### config.mk
export PLATFORM = sky130hd
export DESIGN_NAME = bbru_seq
export DESIGN_NICKNAME = d
export VERILOG_FILES = /design/src/design/bbru_pkg.sv /design/src/design/bbru_seq.sv
export SDC_FILE = /design/constraint.sdc
export NUM_CORES = 1
export LEC_CHECK = 0
export ABC_AREA = 1
export BUFFER_PORTS_ARGS = -buffer_cell sky130_fd_sc_hd__buf_2
export CAP_MARGIN = 25
export CORE_ASPECT_RATIO = 0.8
export CORE_UTILIZATION = 56
export CTS_CLUSTER_SIZE = 28
export DETAILED_ROUTE_END_ITERATION = 10
export GPL_ROUTABILITY_DRIVEN = 1
export HOLD_SLACK_MARGIN = 0.06
export MAX_ROUTING_LAYER = met4
export PLACE_DENSITY = 0.84
export SLEW_MARGIN = 20
export SYNTH_ARGS = -nofsm -noshare
export SYNTH_HDL_FRONTEND = slang
export SYNTH_SLANG_ARGS = --single-unit
### constraint.sdc
create_clock -name clk -period 3.87 [get_ports clk]
set_clock_uncertainty 0.15 [all_clocks]
set_input_delay 0.1935 -clock clk [delete_from_list [all_inputs] [get_ports clk]]
set_output_delay 0.1935 -clock clk [all_outputs]
set_load 0.02 [all_outputs]
### src/design/bbru_pkg.sv
// Package for the buddy bitmap range update block: field widths, action codes,
// microcode opcodes, jump conditions, control and status words, and the program ROM.
// Depends on nothing; every other file of the block imports it.
package bbru_pkg;

    localparam int NODES_DEFAULT = 31;
    localparam int COUNT_W       = 5;
    localparam int ACTION_W      = 2;
    localparam int START_W       = 5;
    localparam int LENGTH_W      = 5;
    localparam int TREE_W        = 31;

    localparam logic [COUNT_W-1:0] COUNT_RESET = 5'd31;

    typedef enum logic [ACTION_W-1:0] {
        ACT_SET   = 2'd0,
        ACT_CLEAR = 2'd1,
        ACT_WRITE = 2'd2
    } action_t;

    localparam int PC_W = 4;
    typedef logic [PC_W-1:0] pc_t;

    localparam pc_t PC_FETCH    = 4'd0;
    localparam pc_t PC_DISPATCH = 4'd1;
    localparam pc_t PC_SET_TOP  = 4'd4;
    localparam pc_t PC_FILL     = 4'd6;
    localparam pc_t PC_SET_UP   = 4'd7;
    localparam pc_t PC_SET_NEXT = 4'd8;
    localparam pc_t PC_CLR_TOP  = 4'd9;
    localparam pc_t PC_CHAIN    = 4'd12;
    localparam pc_t PC_CLR_UP   = 4'd13;
    localparam pc_t PC_CLR_NEXT = 4'd14;
    localparam pc_t PC_EMIT     = 4'd15;

    typedef enum logic [3:0] {
        OP_NOP,
        OP_LOAD,
        OP_WRITE,
        OP_SINIT,
        OP_FILL,
        OP_SET_UP,
        OP_INC,
        OP_CINIT,
        OP_CLR_I,
        OP_CHAIN,
        OP_CLR_UP,
        OP_EMIT
    } op_t;

    typedef enum logic [3:0] {
        C_NEVER,
        C_ALWAYS,
        C_IN_VALID,
        C_IS_SET,
        C_IS_CLEAR,
        C_I_DONE,
        C_BIT_I,
        C_BIT_I_CLEAR,
        C_LO_MORE,
        C_SET_UP_OK,
        C_CHAIN_MORE,
        C_CLR_UP_OK,
        C_OUT_FREE
    } cond_t;

    typedef struct packed {
        logic  take;
        logic  stay;
        op_t   op;
        cond_t cond;
        pc_t   target;
    } ucode_t;

    typedef struct packed {
        logic in_valid;
        logic is_set;
        logic is_clear;
        logic i_done;
        logic bit_i;
        logic lo_more;
        logic set_up_ok;
        logic chain_more;
        logic clr_up_ok;
        logic out_free;
    } status_t;

    function automatic ucode_t ucode_rom(pc_t pc);
        ucode_t w;
        case (pc)
            4'd0:    w = '{1'b1, 1'b1, OP_LOAD,   C_IN_VALID,    PC_DISPATCH};
            4'd1:    w = '{1'b0, 1'b0, OP_NOP,    C_IS_SET,      PC_SET_TOP};
            4'd2:    w = '{1'b0, 1'b0, OP_NOP,    C_IS_CLEAR,    PC_CLR_TOP};
            4'd3:    w = '{1'b0, 1'b0, OP_WRITE,  C_ALWAYS,      PC_EMIT};
            4'd4:    w = '{1'b0, 1'b0, OP_SINIT,  C_I_DONE,      PC_EMIT};
            4'd5:    w = '{1'b0, 1'b0, OP_NOP,    C_BIT_I,       PC_SET_NEXT};
            4'd6:    w = '{1'b0, 1'b0, OP_FILL,   C_LO_MORE,     PC_FILL};
            4'd7:    w = '{1'b0, 1'b0, OP_SET_UP, C_SET_UP_OK,   PC_SET_UP};
            4'd8:    w = '{1'b0, 1'b0, OP_INC,    C_ALWAYS,      PC_SET_TOP};
            4'd9:    w = '{1'b0, 1'b0, OP_CINIT,  C_I_DONE,      PC_EMIT};
            4'd10:   w = '{1'b0, 1'b0, OP_NOP,    C_BIT_I_CLEAR, PC_CLR_NEXT};
            4'd11:   w = '{1'b0, 1'b0, OP_CLR_I,  C_NEVER,       PC_FETCH};
            4'd12:   w = '{1'b0, 1'b0, OP_CHAIN,  C_CHAIN_MORE,  PC_CHAIN};
            4'd13:   w = '{1'b0, 1'b0, OP_CLR_UP, C_CLR_UP_OK,   PC_CLR_UP};
            4'd14:   w = '{1'b0, 1'b0, OP_INC,    C_ALWAYS,      PC_CLR_TOP};
            4'd15:   w = '{1'b0, 1'b1, OP_EMIT,   C_OUT_FREE,    PC_FETCH};
            default: w = '{1'b0, 1'b0, OP_NOP,    C_ALWAYS,      PC_FETCH};
        endcase
        return w;
    endfunction

endpackage

### src/design/bbru_seq.sv
// Microcode sequencer: step counter, program ROM lookup and conditional jumps.
// Depends on bbru_pkg for the control word, status word and ROM.
module bbru_seq import bbru_pkg::*;
(
    input  logic    clk,
    input  logic    rst_n,
    input  status_t status,
    output ucode_t  ctrl
);

    pc_t  pc_reg;
    pc_t  pc_next;
    logic hit;

    assign ctrl = ucode_rom(pc_reg);

    always_comb
    begin
        case (ctrl.cond)
            C_NEVER:       hit = 1'b0;
            C_ALWAYS:      hit = 1'b1;
            C_IN_VALID:    hit = status.in_valid;
            C_IS_SET:      hit = status.is_set;
            C_IS_CLEAR:    hit = status.is_clear;
            C_I_DONE:      hit = status.i_done;
            C_BIT_I:       hit = status.bit_i;
            C_BIT_I_CLEAR: hit = !status.bit_i;
            C_LO_MORE:     hit = status.lo_more;
            C_SET_UP_OK:   hit = status.set_up_ok;
            C_CHAIN_MORE:  hit = status.chain_more;
            C_CLR_UP_OK:   hit = status.clr_up_ok;
            C_OUT_FREE:    hit = status.out_free;
            default:       hit = 1'b0;
        endcase
    end

    always_comb
    begin
        if (hit)
        begin
            pc_next = ctrl.target;
        end
        else if (ctrl.stay)
        begin
            pc_next = pc_reg;
        end
        else
        begin
            pc_next = pc_reg + 1'b1;
        end
    end

    always_ff @(posedge clk or negedge rst_n)
    begin
        if (!rst_n)
        begin
            pc_reg <= PC_FETCH;
        end
        else
        begin
            pc_reg <= pc_next;
        end
    end

    a_fetch_wait: assert property (@(posedge clk) disable iff (!rst_n)
        (pc_reg == PC_FETCH && !status.in_valid) |=> pc_reg == PC_FETCH)
        else $error("sequencer left fetch without an item");

    a_emit_wait: assert property (@(posedge clk) disable iff (!rst_n)
        (pc_reg == PC_EMIT && !status.out_free) |=> pc_reg == PC_EMIT)
        else $error("sequencer left emit while result register full");

    a_range_end: assert property (@(posedge clk) disable iff (!rst_n)
        ((pc_reg == PC_SET_TOP || pc_reg == PC_CLR_TOP) && status.i_done)
        |=> pc_reg == PC_EMIT)
        else $error("range loop did not end at emit");

endmodule

==> impl_metrics.py, run 1 <==
metrics = {
    "status": {
        "status": "completed",
    },
    "clock_network": {
        "htree_num_levels": 1,
        "cts.sinks": 4,
        "cts_root_buffer": "clkbuf_4",
        "postCtsSetupRepairBufs": 0,
        "cts_tree": "built",
        "clk_latency_ns": 0.24,
        "hold_buffers": 1,
        "clkTransAtPathRegs_ns": 0.04,
        "clockBufferDepth": 2,
        "cts_resized": 0,
        "cts_buffers": 3,
    },
    "drt": {
        "routed_wl_um": 2356,
        "drc": 0,
        "drtIter0Drc": 32,
        "ant_nets": 0,
        "vias": 1014,
        "firstDrtPassIters": 4,
        "wire_per_inst_um": 12.47,
        "routed_via_density": 5.365,
    },
    "grt": {
        "overflow": 0,
        "grt_pass1_wl_um": 3712,
        "grt_pass1_vias": 847,
        "grt_start_max_net_pins": 19,
        "grt_usage_pct": 29.71,
        "grt_antenna_before_repair": 0,
    },
    "critical_path": {
        "reg2regPathDepth": 14,
        "worst-path-max-fanout": 18,
        "worstPathRequired_ns": 3.53,
        "cp-end-kind": "output port",
        "crit_path_start": "pc_reg[3]",
        "r2r-start": "pc_reg[0]",
        "cp-start-kind": "flip-flop",
        "crit_type": "reg -> out",
        "arrival_ns": 2.19,
    },
    "logic_synthesis": {
        "async_reset_ff_share_pct": 100.0,
        "syn_inst": 144,
        "synth_area_um2": 954.7,
        "ys_seq_elements": 4,
        "ys.flop_type": "dfrtp_1",
        "yosysTopAreaCell": "nand2_1",
        "avgSynthCellArea_um2": 6.630,
        "synth_enable_flop_cells": 0,
        "yosysUniqueCellTypes": 28,
        "yosysTopAreaCellShare_pct": 16.91,
        "synth_warnings": 0,
        "synth.area.top_cells": "nand2_1, ha_1, dfrtp_1",
        "synth-seq-area-share_pct": 10.48,
        "synth_common_cells": "nand2_1, nand3_1, inv_1",
        "syn_nets": 165,
        "yosysMostFrequentCell": "nand2_1",
    },
    "placement": {
        "port_buffers": 25,
        "place_congestion": 0.8382,
        "place_hpwl_um": 1884,
        "dp_slack_ns": 1.515,
    },
    "min_path": {
        "min_path_type": "in -> async",
    },
    "die": {
        "die_area_um2": 1875,
        "io_pins": 26,
        "core_um2": 1486,
        "row_count": 12,
        "fp.dieH_um": 38.93,
        "initial_core_util_pct": 64.23,
        "die_w_um": 48.16,
    },
    "sta": {
        "max_slew_margin_pct": 58.66,
        "finalCritPeriodShare_pct": 65.47,
        "totalNegativeSetupSlack_ns": 0,
        "setup_ws_ns": 1.336,
        "timing.fmax_mhz": 394.7,
        "worst_slew_pin_slew_ns": 0.6200,
        "setup_viol": 0,
        "rsz0062_at_grt": "false",
        "slew_viol_final": 0,
        "finalHoldViolCount": 0,
        "min_period_ns": 2.534,
    },
    "cells_and_area": {
        "layout.nets": 191,
        "layout-drive-gt1-share_pct": 33.33,
        "fill_cells": 127,
        "largest_reg_flops": 4,
        "syn_to_final_growth_pct": 12.84,
        "diodes": 0,
    },
    "job": {
        "max_cap_viol_count": 0,
    },
}
==> cells in the final DEF, fill, tap and decap left out, types with 3 or more instances in the layout <==
master / instances
nand4_1: 4
nand2_2: 11
nand2_1: 43
dfrtp_1: 4
nand2_4: 3
nand3_2: 4
inv_1: 13
inv_2: 3
ha_1: 9
o21ai_0: 6
nand3_1: 18
clkbuf_4: 3
buf_2: 25
nor2_1: 3
a21oi_1: 3
==> layout make-up <==
cell class	instances	area, um^2	share of cell area [%]
repair buffers	26	135.1	12.54
flip-flops and latches	4	100.1	9.292
multi-input cells	118	721.9	67.02
clock buffers	3	22.52	2.091
inverters	17	71.32	6.620
well taps	21	26.28	2.439
==> final timing paths <==
| kind | endpoint | slack, ns |
|---|---|---|
| worst max-delay path | ctrl[12] | 1.34 |
| worst min-delay path | pc_reg[1] | 0.15 |
| worst max register to register | pc_reg[1] | 1.48 |
| worst min register to register | pc_reg[1] | 0.56 |
| max in group asynchronous | pc_reg[2] | 3.29 |
| min in group clk | pc_reg[1] | 0.29 |
==> routing by layer <==
metal | track usage [%] | vias to the layer above | part of all wire (%) | wire, um
met5 | - | - | 0 | 0
met1 | 37.85 | 459 | 44 | 1048
met4 | 6.944 | 0 | 1.2 | 29
met2 | 47.67 | 36 | 48 | 1135
li1 | - | 515 | - | -
met3 | 6.075 | 4 | 6.1 | 143
==> critical path, stage by stage (launching register included) <==
cell	delay [ns]
dfrtp_1	0.73
inv_2	0.25
nand3_1	0.19
inv_1	0.07
a21oi_1	0.36
inv_1	0.16
buf_2	0.19
==> logic make-up (layout without fill, tap and decap cells) <==
kind of cell	count (synthesis)	count (layout)	share of synthesized area, %
buffers and inverters	22	46	13.89
adder cells (fa/ha/maj)	9	9	11.80
AO/OA/AOI/OAI	15	15	8.913
XOR/XNOR	2	2	1.835
flip-flops	4	4	10.49
AND/OR/NAND/NOR	92	92	53.08
==> per-stage QoR <==
stage / instance area, um^2 / instances / hold WS, ns / utilization (%)
floorplan: 954.7 / 144 / -0.2521 / -
finish: 1077 / 189 / 0.1487 / 72.47
detailed placement: 1045 / 185 / -0.1465 / 70.29
CTS: 1077 / 189 / 0.1426 / 72.47
global placement: 1045 / 185 / -0.1496 / 70.29
global route: 1077 / 189 / 0.1627 / 72.47
Power of run 1 is left out: the tool's default activity adds up to more than one toggle a clock period on the data nets, which glitch-free logic cannot reach.
==> run 2: changes to the inputs <==
Settings changed: ABC_AREA 1 to 0, CORE_UTILIZATION 56 to 45, PLACE_DENSITY 0.84 to 0.75.
Clock period 3.87 ns to 2.05 ns, I/O delays scaled along.
==> impl_metrics.py, run 2 <==
metrics = {
    "placement": {
        "place_inst": 175,
        "port_buffers": 25,
        "place_area_um2": 1190,
        "place_hpwl_um": 1960,
        "place_congestion": 0.9026,
        "dp_slack_ns": -0.4118,
    },
    "logic_synthesis": {
        "async_reset_ff_share_pct": 100.0,
        "avgSynthCellArea_um2": 7.696,
        "syn_nets": 127,
        "yosysUniqueCellTypes": 35,
        "synth_common_cells": "nand2_1, ha_1, nor2_1, o21ai_0",
        "synth_warnings": 0,
        "ys_seq_elements": 4,
        "synth_area_um2": 815.8,
        "synth-seq-area-share_pct": 12.27,
        "synth_enable_flop_cells": 0,
        "syn_inst": 106,
        "yosysTopAreaCell": "ha_1",
        "synth.area.top_cells": "ha_1, dfrtp_1, mux2_4",
        "yosysMostFrequentCell": "nand2_1",
        "ys.flop_type": "dfrtp_1",
        "yosysTopAreaCellShare_pct": 13.80,
    },
    "drt": {
        "drtIter0Drc": 20,
        "routed_via_density": 5.245,
        "firstDrtPassIters": 4,
        "routed_wl_um": 2514,
        "wire_per_inst_um": 13.66,
        "vias": 965,
        "drc": 0,
        "ant_nets": 0,
    },
    "cells_and_area": {
        "multi_input_area_um2": 734.5,
        "layout-drive-gt1-share_pct": 54.32,
        "final_common_cell": "buf_4",
        "layout.nets": 184,
        "syn_to_final_growth_pct": 60.58,
        "layout_common_cells": "buf_4, buf_2, nand2_1",
        "final_area_um2": 1310,
        "fill_cells": 125,
        "diodes": 0,
        "final-instance-count-excl-fill": 184,
        "seq_area_um2": 101.3,
        "largest_reg_flops": 4,
    },
    "critical_path": {
        "cp-end-kind": "flip-flop",
        "worstPathRequired_ns": 2.04,
        "cp_slowest_stage_delay_ns": 0.47,
        "cp-start-kind": "flip-flop",
        "reg2regPathDepth": 10,
        "critPathMostFrequentCell": "buf_4",
        "critPathSlowestCell": "dfrtp_2",
        "path_cells": "buf_4 -> ha_1 -> nand2b_1 -> o21ai_4 -> buf_4 -> and2_1 -> a2bb2oi_1 -> o31a_1 -> o211a_4 -> mux2_4",
        "worst-path-max-fanout": 7,
        "crit_type": "reg -> reg",
        "arrival_ns": 2.44,
    },
    "die": {
        "initial_core_util_pct": 49.17,
        "io_pins": 26,
        "die_area_um2": 1988,
        "core_um2": 1659,
        "die_w_um": 49.61,
        "fp.dieH_um": 40.08,
        "row_count": 13,
    },
    "job": {
        "max_cap_viol_count": 0,
    },
    "grt": {
        "grt_pass1_vias": 770,
        "grt_pass1_wl_um": 3670,
        "grt_start_max_net_pins": 22,
        "grt_usage_pct": 27.00,
        "grt_antenna_before_repair": 0,
        "overflow": 0,
    },
    "sta": {
        "min_period_ns": 2.448,
        "slew_viol_final": 0,
        "max_slew_margin_pct": 78.96,
        "finalHoldViolCount": 0,
        "setup_ws_ns": -0.3985,
        "rsz0062_at_grt": "true",
        "setup_viol": 8,
        "timing.hold.ws_ns": 0.3512,
        "finalCritPeriodShare_pct": 119.4,
        "timing.fmax_mhz": 408.4,
        "worst_slew_pin_slew_ns": 0.3122,
    },
    "clock_network": {
        "cts_tree": "built",
        "htree_num_levels": 1,
        "clkTransAtPathRegs_ns": 0.05,
        "cts.sinks": 4,
        "cts_buffers": 3,
        "clk_latency_ns": 0.27,
        "cts_root_buffer": "clkbuf_4",
        "clockBufferDepth": 2,
    },
    "min_path": {
        "min_path_type": "in -> reg",
        "worstHoldPathCells": 5,
    },
    "status": {
        "violations": "negative setup slack",
        "status": "finished, violations left",
    },
}
[run 2: what timing repair did]
action                                 4_1_cts  5_1_grt
gates resized for setup                      7       10
endpoints found under the hold margin        4        0
buffers inserted                             2        1
pin swaps                                    3        2
setup endpoints to repair                    8       11
hold buffers                                 2        0
[run 2: metal layers]
| layer | track usage [%] | wire length (um) | up-vias |
|---|---|---|---|
| met4 | 12.86 | 31 | 0 |
| met2 | 45.95 | 1236 | 33 |
| met3 | 4.924 | 131 | 3 |
| li1 | - | - | 483 |
| met1 | 31.92 | 1115 | 446 |
| met5 | - | 0 | - |
[run 2: worst paths after layout]
path | start | end | slack, ns
setup reg to reg | pc_reg[1] | pc_reg[3] | -0.40
min in group asynchronous | rst_n | pc_reg[2] | 0.58
hold / removal | status[0] | pc_reg[1] | 0.35
setup / recovery | pc_reg[1] | pc_reg[3] | -0.40
max in group asynchronous | rst_n | pc_reg[1] | 0.99
hold reg to reg | pc_reg[0] | pc_reg[3] | 0.72
[run 2: cell families (layout without fill, tap and decap cells)]
kind of cell	Yosys count	in the layout	synth area share, %
fa+ha+maj	9	9	13.80
flops	4	4	12.27
compound gates	29	29	22.24
xor+xnor	5	5	5.368
buf+inv	12	68	7.055
simple gates	35	35	19.79
mux	12	12	19.48
[run 2: metrics by stage]
step | util, % | setup TNS (ns)
5_1_grt | 78.96 | -2.705
3_3_place_gp | 71.72 | -1.415
3_5_place_dp | 71.72 | -1.635
4_1_cts | 76.70 | -1.588
2_1_floorplan | - | -2.317
6_report | 78.96 | -1.748
[run 2: area by class of cell]
cell class	instances	share of cell area (%)
sequential	4	7.736
multi-input combinational	90	56.06
tap	22	2.101
timing repair buffer	59	30.47
clock buffer	4	2.006
inverter	5	1.624
[run 2: worst max-delay path: cells and delay by family (launching register included)]
family / cells / cell delay (ns)
AOI/OAI and AO/OA: 4 / 0.59
adders and majority gates: 1 / 0.21
buffers and inverters: 2 / 0.31
DFF: 1 / 0.47
muxes: 1 / 0.30
and+or+nand+nor: 2 / 0.30
Power of run 2 is left out for the same reason.
